--- src/hdl/sawlc_ram.sv ---
// generic single-write, single-read ram with registered read data
// no dependencies
module sawlc_ram #(
  parameter int WIDTH = 8,
  parameter int DEPTH = 16
) (
  input  logic                     clk,
  input  logic                     we,
  input  logic [$clog2(DEPTH)-1:0] waddr,
  input  logic [WIDTH-1:0]         wdata,
  input  logic [$clog2(DEPTH)-1:0] raddr,
  output logic [WIDTH-1:0]         rdata
);

  logic [WIDTH-1:0] mem [DEPTH];

  always_ff @(posedge clk) begin
    if (we) begin
      mem[waddr] <= wdata;
    end
    rdata <= mem[raddr];
  end

endmodule

--- config.mk ---
export PLATFORM = sky130hd
export DESIGN_NAME = sawlc_ram
export DESIGN_NICKNAME = d
export VERILOG_FILES = /design/src/hdl/sawlc_ram.sv
export SDC_FILE = /design/constraint.sdc
export NUM_CORES = 1
export LEC_CHECK = 0
export ABC_AREA = 0
export BUFFER_PORTS_ARGS = -buffer_cell sky130_fd_sc_hd__clkbuf_2
export CAP_MARGIN = 0
export CORE_MARGIN = 8
export CORE_UTILIZATION = 45
export CTS_CLUSTER_DIAMETER = 80
export CTS_CLUSTER_SIZE = 8
export DETAILED_ROUTE_END_ITERATION = 10
export GPL_TIMING_DRIVEN = 0
export HOLD_SLACK_MARGIN = 0.08
export SETUP_SLACK_MARGIN = 0.1
export SLEW_MARGIN = 15
export SYNTH_ARGS = -nofsm -noshare
export SYNTH_HDL_FRONTEND = slang
export SYNTH_SLANG_ARGS = --single-unit
--- constraint.sdc ---
create_clock -name clk -period 2.6 [get_ports clk]
set_clock_uncertainty 0.15 [all_clocks]
set_input_delay 0.78 -clock clk [delete_from_list [all_inputs] [get_ports clk]]
set_output_delay 0.78 -clock clk [all_outputs]
set_load 0.1 [all_outputs]
Yosys cells after proc, flatten, opt, wreduce, memory -nomap -nowiden
Memories as Yosys holds them, arrays and structs flattened. A register that Yosys moved wholly into a read port is not among the register bits.
Index checks and enable logic that the tools add are counted.
Word-level totals
  input port bits: 18
  bits in writable memories: 128
  memories kept: 1
  flip-flop bits (word level): 0
Operators by class
  muxes and demuxes: 2
Memories
  mem: words 16, bits a word 8, read ports 1, clocked after Yosys merged registers in 1, write ports 1, RTL line 15  | logic [WIDTH-1:0] mem [DEPTH];
Operator list (number)
  $mux 1: 2

Depth between registers and ports, before layout
Gate-level depths: netlist of run 1.
  word-level depth: 2
  gate-level depth with buffers: 5
  gate-level depth less buffers: 3

Least setup slack after synthesis of run 1
Ideal clock, no wire load.
  path type: input-to-reg
  from: input waddr[2]
  to: memory mem[0][0], enable pin
  data required time: 2.067 ns
  arrival time: 1.890 ns
  library setup time: 0.383 ns
  setup slack: 0.177 ns
  cell stages on the path: 2
  buffers on the path: 0
  path through: or3b_2 nor3_1
RTL lines
  start: declaration: RTL line 9  | input logic [$clog2(DEPTH)-1:0] waddr,
  end: declaration: RTL line 15
No word-level cell before the write port.

Worst setup path after layout of run 1
  from: input waddr[2]
  to: memory mem[2][5], enable pin
No word-level cell before the write port.

==> flow_metrics.tcl, run 1 <==
set metrics [dict create \
    outcome "completed" \
    clk_pin_slew_ps 60 \
    worstPathArrival_ps 2070 \
    synth_area_per_cell_um2 22.5 \
    slew_violations 0 \
    p_leak_nw 2.01 \
    rsz0062_at_grt "false" \
    crit_start "waddr[2]" \
    startpoint_type "input pin" \
    wire_per_inst_um 22.7 \
    synth_area_leaders "edfxtp_1 75%, mux4_2 7.9%, mux4_1 7.1%" \
    grt_overflow_total 0 \
    cap_violations 0 \
    worst-setup-path-type "in -> reg" \
    synth_seq_cells 136 \
    final_net_count 290 \
    synth_fp_nets 247 \
    post-dp-hpwl_um 6140 \
    reg2reg_from "mem[1][5]$_DFFE_PP_" \
    drtIter0Drc 211 \
    synthTopCellsByCount "128 x edfxtp_1, 18 x mux4_2, 16 x a22oi_1" \
    gp_congestion 0.681 \
    fin_crit_ps 2190 \
    yosysMostFrequentCell "edfxtp_1" \
    ys_seq_area_frac 0.778 \
    crit_chain "clkbuf_2 > or3b_2 > nor2_1" \
    synth_edf_count 128 \
    grt_usage 0.139 \
    first_global_vias 2367 \
    slew_headroom 0.458 \
    rr_worst_depth 3 \
    cp_max_fo 8 \
    cts_resized 0 \
    rr_endpoint "rdata[5]$_DFF_P_" \
    io_pins 26 \
    cts.sink_count 136 \
    core_mm2 0.0113 \
    synth_top_area_cell "edfxtp_1" \
    setup_violations 0 \
    netlist_area_mm2 0.00515 \
    die_area_mm2 0.0151 \
    drc 0 \
    vias 2308 \
    htree_levels 4 \
    critPathMaxStageDelay_ps 650 \
    postLayoutCoreUtil 0.533 \
    worstPathRequired_ps 2480 \
    ant_nets 0 \
    n_fill_cell 866 \
    fmax_mhz 456 \
    min_path_type "reg -> reg" \
    pre_cts_slack_ps -28.2 \
    clk_latency_ps 410 \
    cts_hold_buf 0 \
    fin_crit_sh 0.843 \
    rows 39 \
    start_util 0.457 \
    wl_um 9720 \
    grt_max_degree 17 \
    numCtsBuffers 17 \
    tritoncts "built" \
    crit_slowest_cell "nor2_1" \
    antenna_found_initial 0 \
    async_flop_share 0 \
    setup.worst_path.end_class "flop" \
    cts.path.max_buffers 2 \
    ff_latch_area_mm2 0.00400 \
    synth_ff_type "edfxtp_1" \
    grt_pass1_wl_um 14300 \
    ir_worst_vdd_uv 345 \
    post-synth-top-area-fraction 0.747 \
    diodes 0 \
    ys_types 19 \
    die_h_um 123 \
    setup_slack_ps 409 \
    worstMarginPinSlew_ps 809 \
    synthToLayoutAreaGrowth_pct 16.7 \
    hold_viol 0 \
    portBuffers 24 \
    viasPerCell 5.39 \
    drt-pass1-iter-count 4 \
    drive_above_1_share 0.298 \
    netlist_instances 229 \
    crit_end "mem[2][5]$_DFFE_PP_" \
    chipWidth_um 123 \
    power-per-cell-area_mw_per_mm2 827 \
    postCtsSetupBuffers 0 \
    root_buffer "clkbuf_16" \
    rrSetupSlack_ps 1040 \
    yosys_warnings 0 \
    multi_input_area_mm2 0.00108 \
]
-- metal layers --
metal  part of all wire  track usage
met1               0.44        0.185
met2               0.49        0.206
met3              0.050       0.0393
met4              0.018       0.0731
met5                  0            0
-- report_power, final --
| part | total [W] | switching [W] | leakage [nW] | internal [W] |
|---|---|---|---|---|
| logic | 0.000336 | 0.000240 | 0.523 | 0.0000967 |
| registers | 0.00246 | 0.0000112 | 1.22 | 0.00245 |
| clock network | 0.00217 | 0.000819 | 0.266 | 0.00135 |
| total | 0.00497 | 0.00107 | 2.01 | 0.00390 |
-- layout by cell type, fill, tap and decap left out --
cell / synthesis / final
or3b_2: 1 / 1
clkdlybuf4s25_2: 3 / 3
dfxtp_1: 8 / 8
nor3_2: 0 / 4
buf_4: 1 / 1
and2b_1: 1 / 1
mux4_2: 18 / 18
a22oi_1: 16 / 16
edfxtp_1: 128 / 128
clkbuf_16: 0 / 17
mux4_1: 14 / 14
nand2b_1: 2 / 2
and2_1: 1 / 1
clkbuf_1: 0 / 4
clkinvlp_4: 0 / 2
nand3_1: 1 / 1
nor2b_1: 1 / 1
nand3b_1: 2 / 2
buf_2: 3 / 3
bufinv_16: 0 / 1
buf_6: 3 / 3
nor2_1: 13 / 13
clkbuf_8: 0 / 2
clkbuf_2: 0 / 24
clkinv_2: 0 / 6
nand2_1: 9 / 9
-- final cells by class --
type | count | area share
Sequential cell | 136 | 0.666
Buffer | 10 | 0.0144
Clock inverter | 9 | 0.0125
Tap cell | 143 | 0.0298
Clock buffer | 23 | 0.0779
Multi-Input combinational cell | 83 | 0.179
Timing Repair Buffer | 24 | 0.0200
-- cells by family (layout without fill, tap and decap cells) --
family / count (synthesis) / after routing / share of synthesized area
compound gates: 16 / 16 / 0.0233
mux: 32 / 32 / 0.150
simple gates: 35 / 35 / 0.0318
buf+inv: 10 / 66 / 0.0168
flops: 136 / 136 / 0.778
-- critical path, delay by kind of cell --
| kind | cells | cell delay, ps |
|---|---|---|
| and+or+nand+nor | 2 | 1190 |
| buffers and inverters | 1 | 100 |
-- registers in the layout, indices dropped and copies added, names as in the netlist --
signal,count
mem,128
rdata,8
-- metrics by stage --
step	total power (W)	cells	hold WS, ps	setup TNS, ps	cell area (um2)
floorplan	0.00274	229	479	0	5150
CTS	0.00502	428	529	0	6000
finish	0.00497	428	525	0	6010
global placement	0.00284	396	506	-4280	5450
detailed placement	0.00285	396	514	-486	5460
global route	0.00511	428	557	0	6010
-- worst min-delay path by stage --
stage	start	endpoint	cells past startpoint	slack, ps
global placement	mem[11][3]$_DFFE_PP_	rdata[3]$_DFF_P_	3	510
floorplan	mem[7][0]$_DFFE_PP_	rdata[0]$_DFF_P_	3	480
global route	mem[11][3]$_DFFE_PP_	rdata[3]$_DFF_P_	3	560
detailed placement	mem[11][3]$_DFFE_PP_	rdata[3]$_DFF_P_	3	510
CTS	mem[11][3]$_DFFE_PP_	rdata[3]$_DFF_P_	3	530
finish	mem[11][3]$_DFFE_PP_	rdata[3]$_DFF_P_	3	530
No activity file was read; power rests on OpenSTA's default activity.
==> run 2: changes to the inputs <==
Clock period 2.6 ns to 2.2 ns, I/O delays scaled along.
==> run 2 against run 1 <==
Effect of this change:
- non-clock buffer count unchanged
- clock-buffer cell count decreased by 1
- sequential power increased by 18%
- global-route usage increased by 0.11 points
- register-to-register slack got worse by 460 ps
- critical path depth unchanged
- core utilization increased by 0.52 points
- via count increased by 1.0%
- cell count unchanged
- first-iteration DRC count decreased by 6.2%
- total power increased by 24%
- combinational power increased by 20%
- largest power group unchanged
==> flow_metrics.tcl, run 2 (same netlist as run 1, synthesis figures left out) <==
set metrics [dict create \
    fin_crit_sh 0.929 \
    p_clk_frac 0.463 \
    fmax_mhz 489 \
    fin_crit_ps 2040 \
    layout_common_cells "128 x edfxtp_1, 24 x clkbuf_2, 18 x mux4_2" \
    drtIter0Drc 198 \
    drive_above_1_share 0.309 \
    post-dp-hpwl_um 6110 \
    chipWidth_um 123 \
    p_sw_w 0.00130 \
    die_h_um 123 \
    worst-setup-path-type "in -> reg" \
    root_buffer "clkbuf_16" \
    portBuffers 24 \
    switching_share 0.210 \
    grt_pass1_wl_um 14400 \
    worstHoldStart "mem[0][2]$_DFFE_PP_" \
    largest_reg_flops 128 \
    antenna_found_initial 0 \
    htree_levels 4 \
    slew_headroom 0.454 \
    rr_worst_depth 3 \
    grt_overflow_total 0 \
    drt-pass1-iter-count 4 \
    clk_pin_slew_ps 60 \
    reg2reg_from "mem[12][7]$_DFFE_PP_" \
    die_area_mm2 0.0151 \
    io_pins 26 \
    multi_input_area_mm2 0.00108 \
    postCtsSetupBuffers 0 \
    power_frac_comb 0.065 \
    worstPathRequired_ps 2080 \
    drc 0 \
    ant_nets 0 \
    internal_power_w 0.00487 \
    ff_latch_area_mm2 0.00400 \
    rsz0062_at_grt "false" \
    hold_depth 3 \
    synthToLayoutAreaGrowth_pct 17.9 \
    setup_violations 0 \
    ir_worst_vdd_uv 510 \
    regMostFlops "mem" \
    n_fill_cell 884 \
    setup.worst_path.end_class "flop" \
    first_global_vias 2355 \
    p_leak_nw 2.05 \
    p_seq_frac 0.472 \
    final_common_cell "edfxtp_1" \
    rows 39 \
    core_mm2 0.0113 \
    wl_um 10100 \
    cts.path.max_buffers 2 \
    tritoncts "built" \
    power-per-cell-area_mw_per_mm2 1020 \
    viasPerCell 5.45 \
    finalInstanceArea_mm2 0.00607 \
    grt_max_degree 17 \
    gp_congestion 0.705 \
    hold_viol 0 \
    final_net_count 290 \
    min_path_type "reg -> reg" \
    rrSetupSlack_ps 580 \
    dpl_cell_area_mm2 0.00546 \
    outcome "completed" \
    startpoint_type "input pin" \
    fin_setup_tns_ps 0 \
    reg.largest.list "mem: 128 flops, rdata: 8 flops" \
    cts_hold_buf 0 \
    wire_per_inst_um 23.5 \
    start_util 0.457 \
    diodes 0 \
    cp_max_fo 8 \
    cts.sink_count 136 \
    cap_violations 0 \
    grt_usage 0.140 \
    slew_violations 0 \
    clk_latency_ps 410 \
    numCtsBuffers 17 \
    worstMarginPinSlew_ps 817 \
    hold_path_end "rdata[2]$_DFF_P_" \
    rr_endpoint "rdata[7]$_DFF_P_" \
    vias 2332 \
    worstPathArrival_ps 1930 \
]
## run 2: changes by cell type in the layout (fill, tap and decap cells not counted), sizes merged
cell	delta
clkinv	+1
clkinvlp	-2
clkbuf	-1
bufinv	+2
## run 2: power groups by stage
stage,Clock [W],Sequential [W],Combinational (W)
6_report,0.00285,0.00291,0.000403
3_5_place_dp,0,0.00297,0.000404
5_1_grt,0.00298,0.00292,0.000423
2_1_floorplan,0,0.00309,0.000147
4_1_cts,0.00288,0.00291,0.000406
3_3_place_gp,0,0.00296,0.000397
## run 2: cell type report
cell class | count | area share
Sequential cell | 136 | 0.660
Multi-Input combinational cell | 83 | 0.178
Clock buffer | 22 | 0.0781
Tap cell | 143 | 0.0295
Clock inverter | 10 | 0.0206
Timing Repair Buffer | 24 | 0.0198
Buffer | 10 | 0.0142
## run 2: critical path, cell delays in order
cell      delay, ps
clkbuf_2        100
or3b_2          540
nor2_1          620
## run 2: how the worst max path moves through the flow
| stage | endpoint | slack, ps | from |
|---|---|---|---|
| 2_1_floorplan | mem[3][0]$_DFFE_PP_ | 120 | waddr[2] |
| 3_3_place_gp | mem[8][2]$_DFFE_PP_ | -450 | waddr[2] |
| 3_5_place_dp | mem[3][0]$_DFFE_PP_ | -290 | waddr[2] |
| 4_1_cts | mem[4][2]$_DFFE_PP_ | 110 | waddr[3] |
| 5_1_grt | mem[2][1]$_DFFE_PP_ | 120 | waddr[2] |
| 6_report | mem[2][1]$_DFFE_PP_ | 160 | waddr[2] |
## run 2: metrics by stage
step	hold slack [ps]	setup WS [ps]	util	cells	total power, W
after floorplan	479	124	-	229	0.00324
after global placement	508	-450	0.484	396	0.00336
after detailed placement	524	-294	0.485	396	0.00337
after CTS	534	114	0.538	428	0.00620
after global routing	563	117	0.538	428	0.00632
final	528	156	0.538	428	0.00617
## run 2: what timing repair did
item,4_1_cts,5_1_grt
endpoints found under the hold margin,0,0
gates resized for setup,0,1
setup endpoints to repair,0,8
## run 2: routing by layer
layer	routed length [um]	up-vias	track usage
met3	457	9	0.0365
met2	4790	58	0.208
met1	4590	1204	0.187
met4	235	0	0.0762
li1	-	1061	-
met5	0	-	0
==> run 3: changes to the inputs <==
Settings changed: MAX_ROUTING_LAYER set to met4.
==> run 3 against run 2 <==
Effect of this change:
- total power is 0.16% lower
- via count is 0.99% lower
- register-to-register slack hardly changed
- hold slack worse by 0.58 ps
- first-iteration DRC count is 15% lower
- non-clock buffer count stayed put
- sequential power hardly changed
- routed wire length hardly changed
- critical path depth stayed put
- clock-buffer cell count stayed put
- die area stayed put
- critical endpoint unchanged
- largest power group unchanged
==> flow_metrics.tcl, run 3 (same netlist as run 1, synthesis figures left out) <==
set metrics [dict create \
    grt_overflow_total 0 \
    p_leak_nw 2.05 \
    numCtsBuffers 17 \
    first_global_vias 2365 \
    grt_pass1_wl_um 14400 \
    regMostFlops "mem" \
    critPathTopFamily "simple AND/OR/NAND/NOR gates" \
    finalPower_w 0.00616 \
    synthToLayoutAreaGrowth_pct 17.9 \
    start_util 0.457 \
    fin_crit_sh 0.927 \
    drt-pass1-iter-count 4 \
    crit_slowest_cell "nor2_1" \
    grt_busiest_layer "met2" \
    dp.cells 396 \
    hold_viol 0 \
    rows 39 \
    cts.path.max_buffers 2 \
    core_mm2 0.0113 \
    slew_headroom 0.445 \
    die_h_um 123 \
    cap_violations 0 \
    gp_congestion 0.713 \
    cts_hold_buf 0 \
    worst-path-buf-inv 1 \
    drive_above_1_share 0.309 \
    postCtsSetupBuffers 0 \
    worstMarginPinSlew_ps 830 \
    reg.largest.list "mem: 128 flops, rdata: 8 flops" \
    cp_max_fo 8 \
    startpoint_type "input pin" \
    post-dp-hpwl_um 6110 \
    n_fill_cell 884 \
    ant_nets 0 \
    dpl_cell_area_mm2 0.00546 \
    min_path_type "reg -> reg" \
    wire_per_inst_um 23.5 \
    drtIter0Drc 169 \
    ir_worst_vdd_uv 508 \
    finalInstanceArea_mm2 0.00607 \
    crit_chain "clkbuf_2 > or3b_2 > nor2_1" \
    final_net_count 290 \
    power-per-cell-area_mw_per_mm2 1010 \
    setup_violations 0 \
    met1_usage 0.189 \
    io_pins 26 \
    diodes 0 \
    outcome "completed" \
    slew_violations 0 \
    grt_usage 0.145 \
    rsz0062_at_grt "false" \
    tritoncts "built" \
    fin_crit_ps 2040 \
    setup.worst_path.end_class "flop" \
    vias 2309 \
    worstPathRequired_ps 2080 \
    clk_latency_ps 410 \
    worstPathArrival_ps 1920 \
    grt_max_degree 17 \
    final_cells 428 \
    cts.sink_count 136 \
    htree_levels 4 \
    ff_latch_area_mm2 0.00400 \
    multi_input_area_mm2 0.00108 \
    drc 0 \
    fmax_mhz 490 \
    root_buffer "clkbuf_16" \
    wl_um 10100 \
    viasPerCell 5.39 \
    use_met2 0.208 \
    chipWidth_um 123 \
    die_area_mm2 0.0151 \
    critPathMaxStageDelay_ps 620 \
    final_common_cell "edfxtp_1" \
    largest_reg_flops 128 \
    antenna_found_initial 0 \
    clk_pin_slew_ps 60 \
    worst-setup-path-type "in -> reg" \
    layout_common_cells "128 x edfxtp_1, 24 x clkbuf_2, 18 x mux4_2" \
    grtUsageMet3 0.0402 \
    portBuffers 24 \
]
run 3: cell counts in the layout (fill, tap and decap cells not counted):
Identical to the previous run, type by type.
run 3: final cells by class:
type | instances | share of cell area
buffer | 10 | 0.0142
clock buffer | 22 | 0.0781
multi-input combinational | 83 | 0.178
sequential | 136 | 0.660
timing repair buffer | 24 | 0.0198
tap | 143 | 0.0295
clock inverter | 10 | 0.0206
run 3: path summary, 6_finish.rpt:
kind / from / cells after the start / slack [ps] / end
setup / recovery: waddr[2] / 3 / 160 / mem[2][1]$_DFFE_PP_
hold / removal: mem[0][2]$_DFFE_PP_ / 3 / 530 / rdata[2]$_DFF_P_
hold reg to reg: mem[0][2]$_DFFE_PP_ / 3 / 530 / rdata[2]$_DFF_P_
setup reg to reg: mem[12][7]$_DFFE_PP_ / 3 / 590 / rdata[7]$_DFF_P_
run 3: tightest hold or removal path, delay by kind of cell, from the launching register on:
kind | cells | cell delay, ps
AND/OR/NAND/NOR | 1 | 60
AO/OA/AOI/OAI | 1 | 80
multiplexers | 1 | 210
flip-flops | 1 | 310
run 3: power by group:
part	internal (W)	switching, W
logic	0.000114	0.000287
clock network	0.00186	0.000986
registers	0.00290	0.0000136
run 3: layer usage:
metal | part of all wire | vias up | routed length, um
met4 | 0.019 | 0 | 188
met1 | 0.45 | 1183 | 4570
met5 | 0 | - | 0
li1 | - | 1062 | -
met3 | 0.046 | 8 | 468
met2 | 0.48 | 56 | 4840
run 3: through the flow:
| step | util | worst slack (ps) | setup TNS, ps | hold slack (ps) |
|---|---|---|---|---|
| after CTS | 0.538 | 114 | 0 | 534 |
| after floorplan | - | 124 | 0 | 479 |
| after global placement | 0.484 | -450 | -17530 | 508 |
| final | 0.538 | 160 | 0 | 527 |
| after detailed placement | 0.485 | -294 | -13090 | 524 |
| after global routing | 0.538 | 121 | 0 | 560 |
run 3: timing repair:
item	4_1_cts	5_1_grt
resized for setup	0	1
endpoints found under the setup margin	0	8
endpoints found under the hold margin	0	0
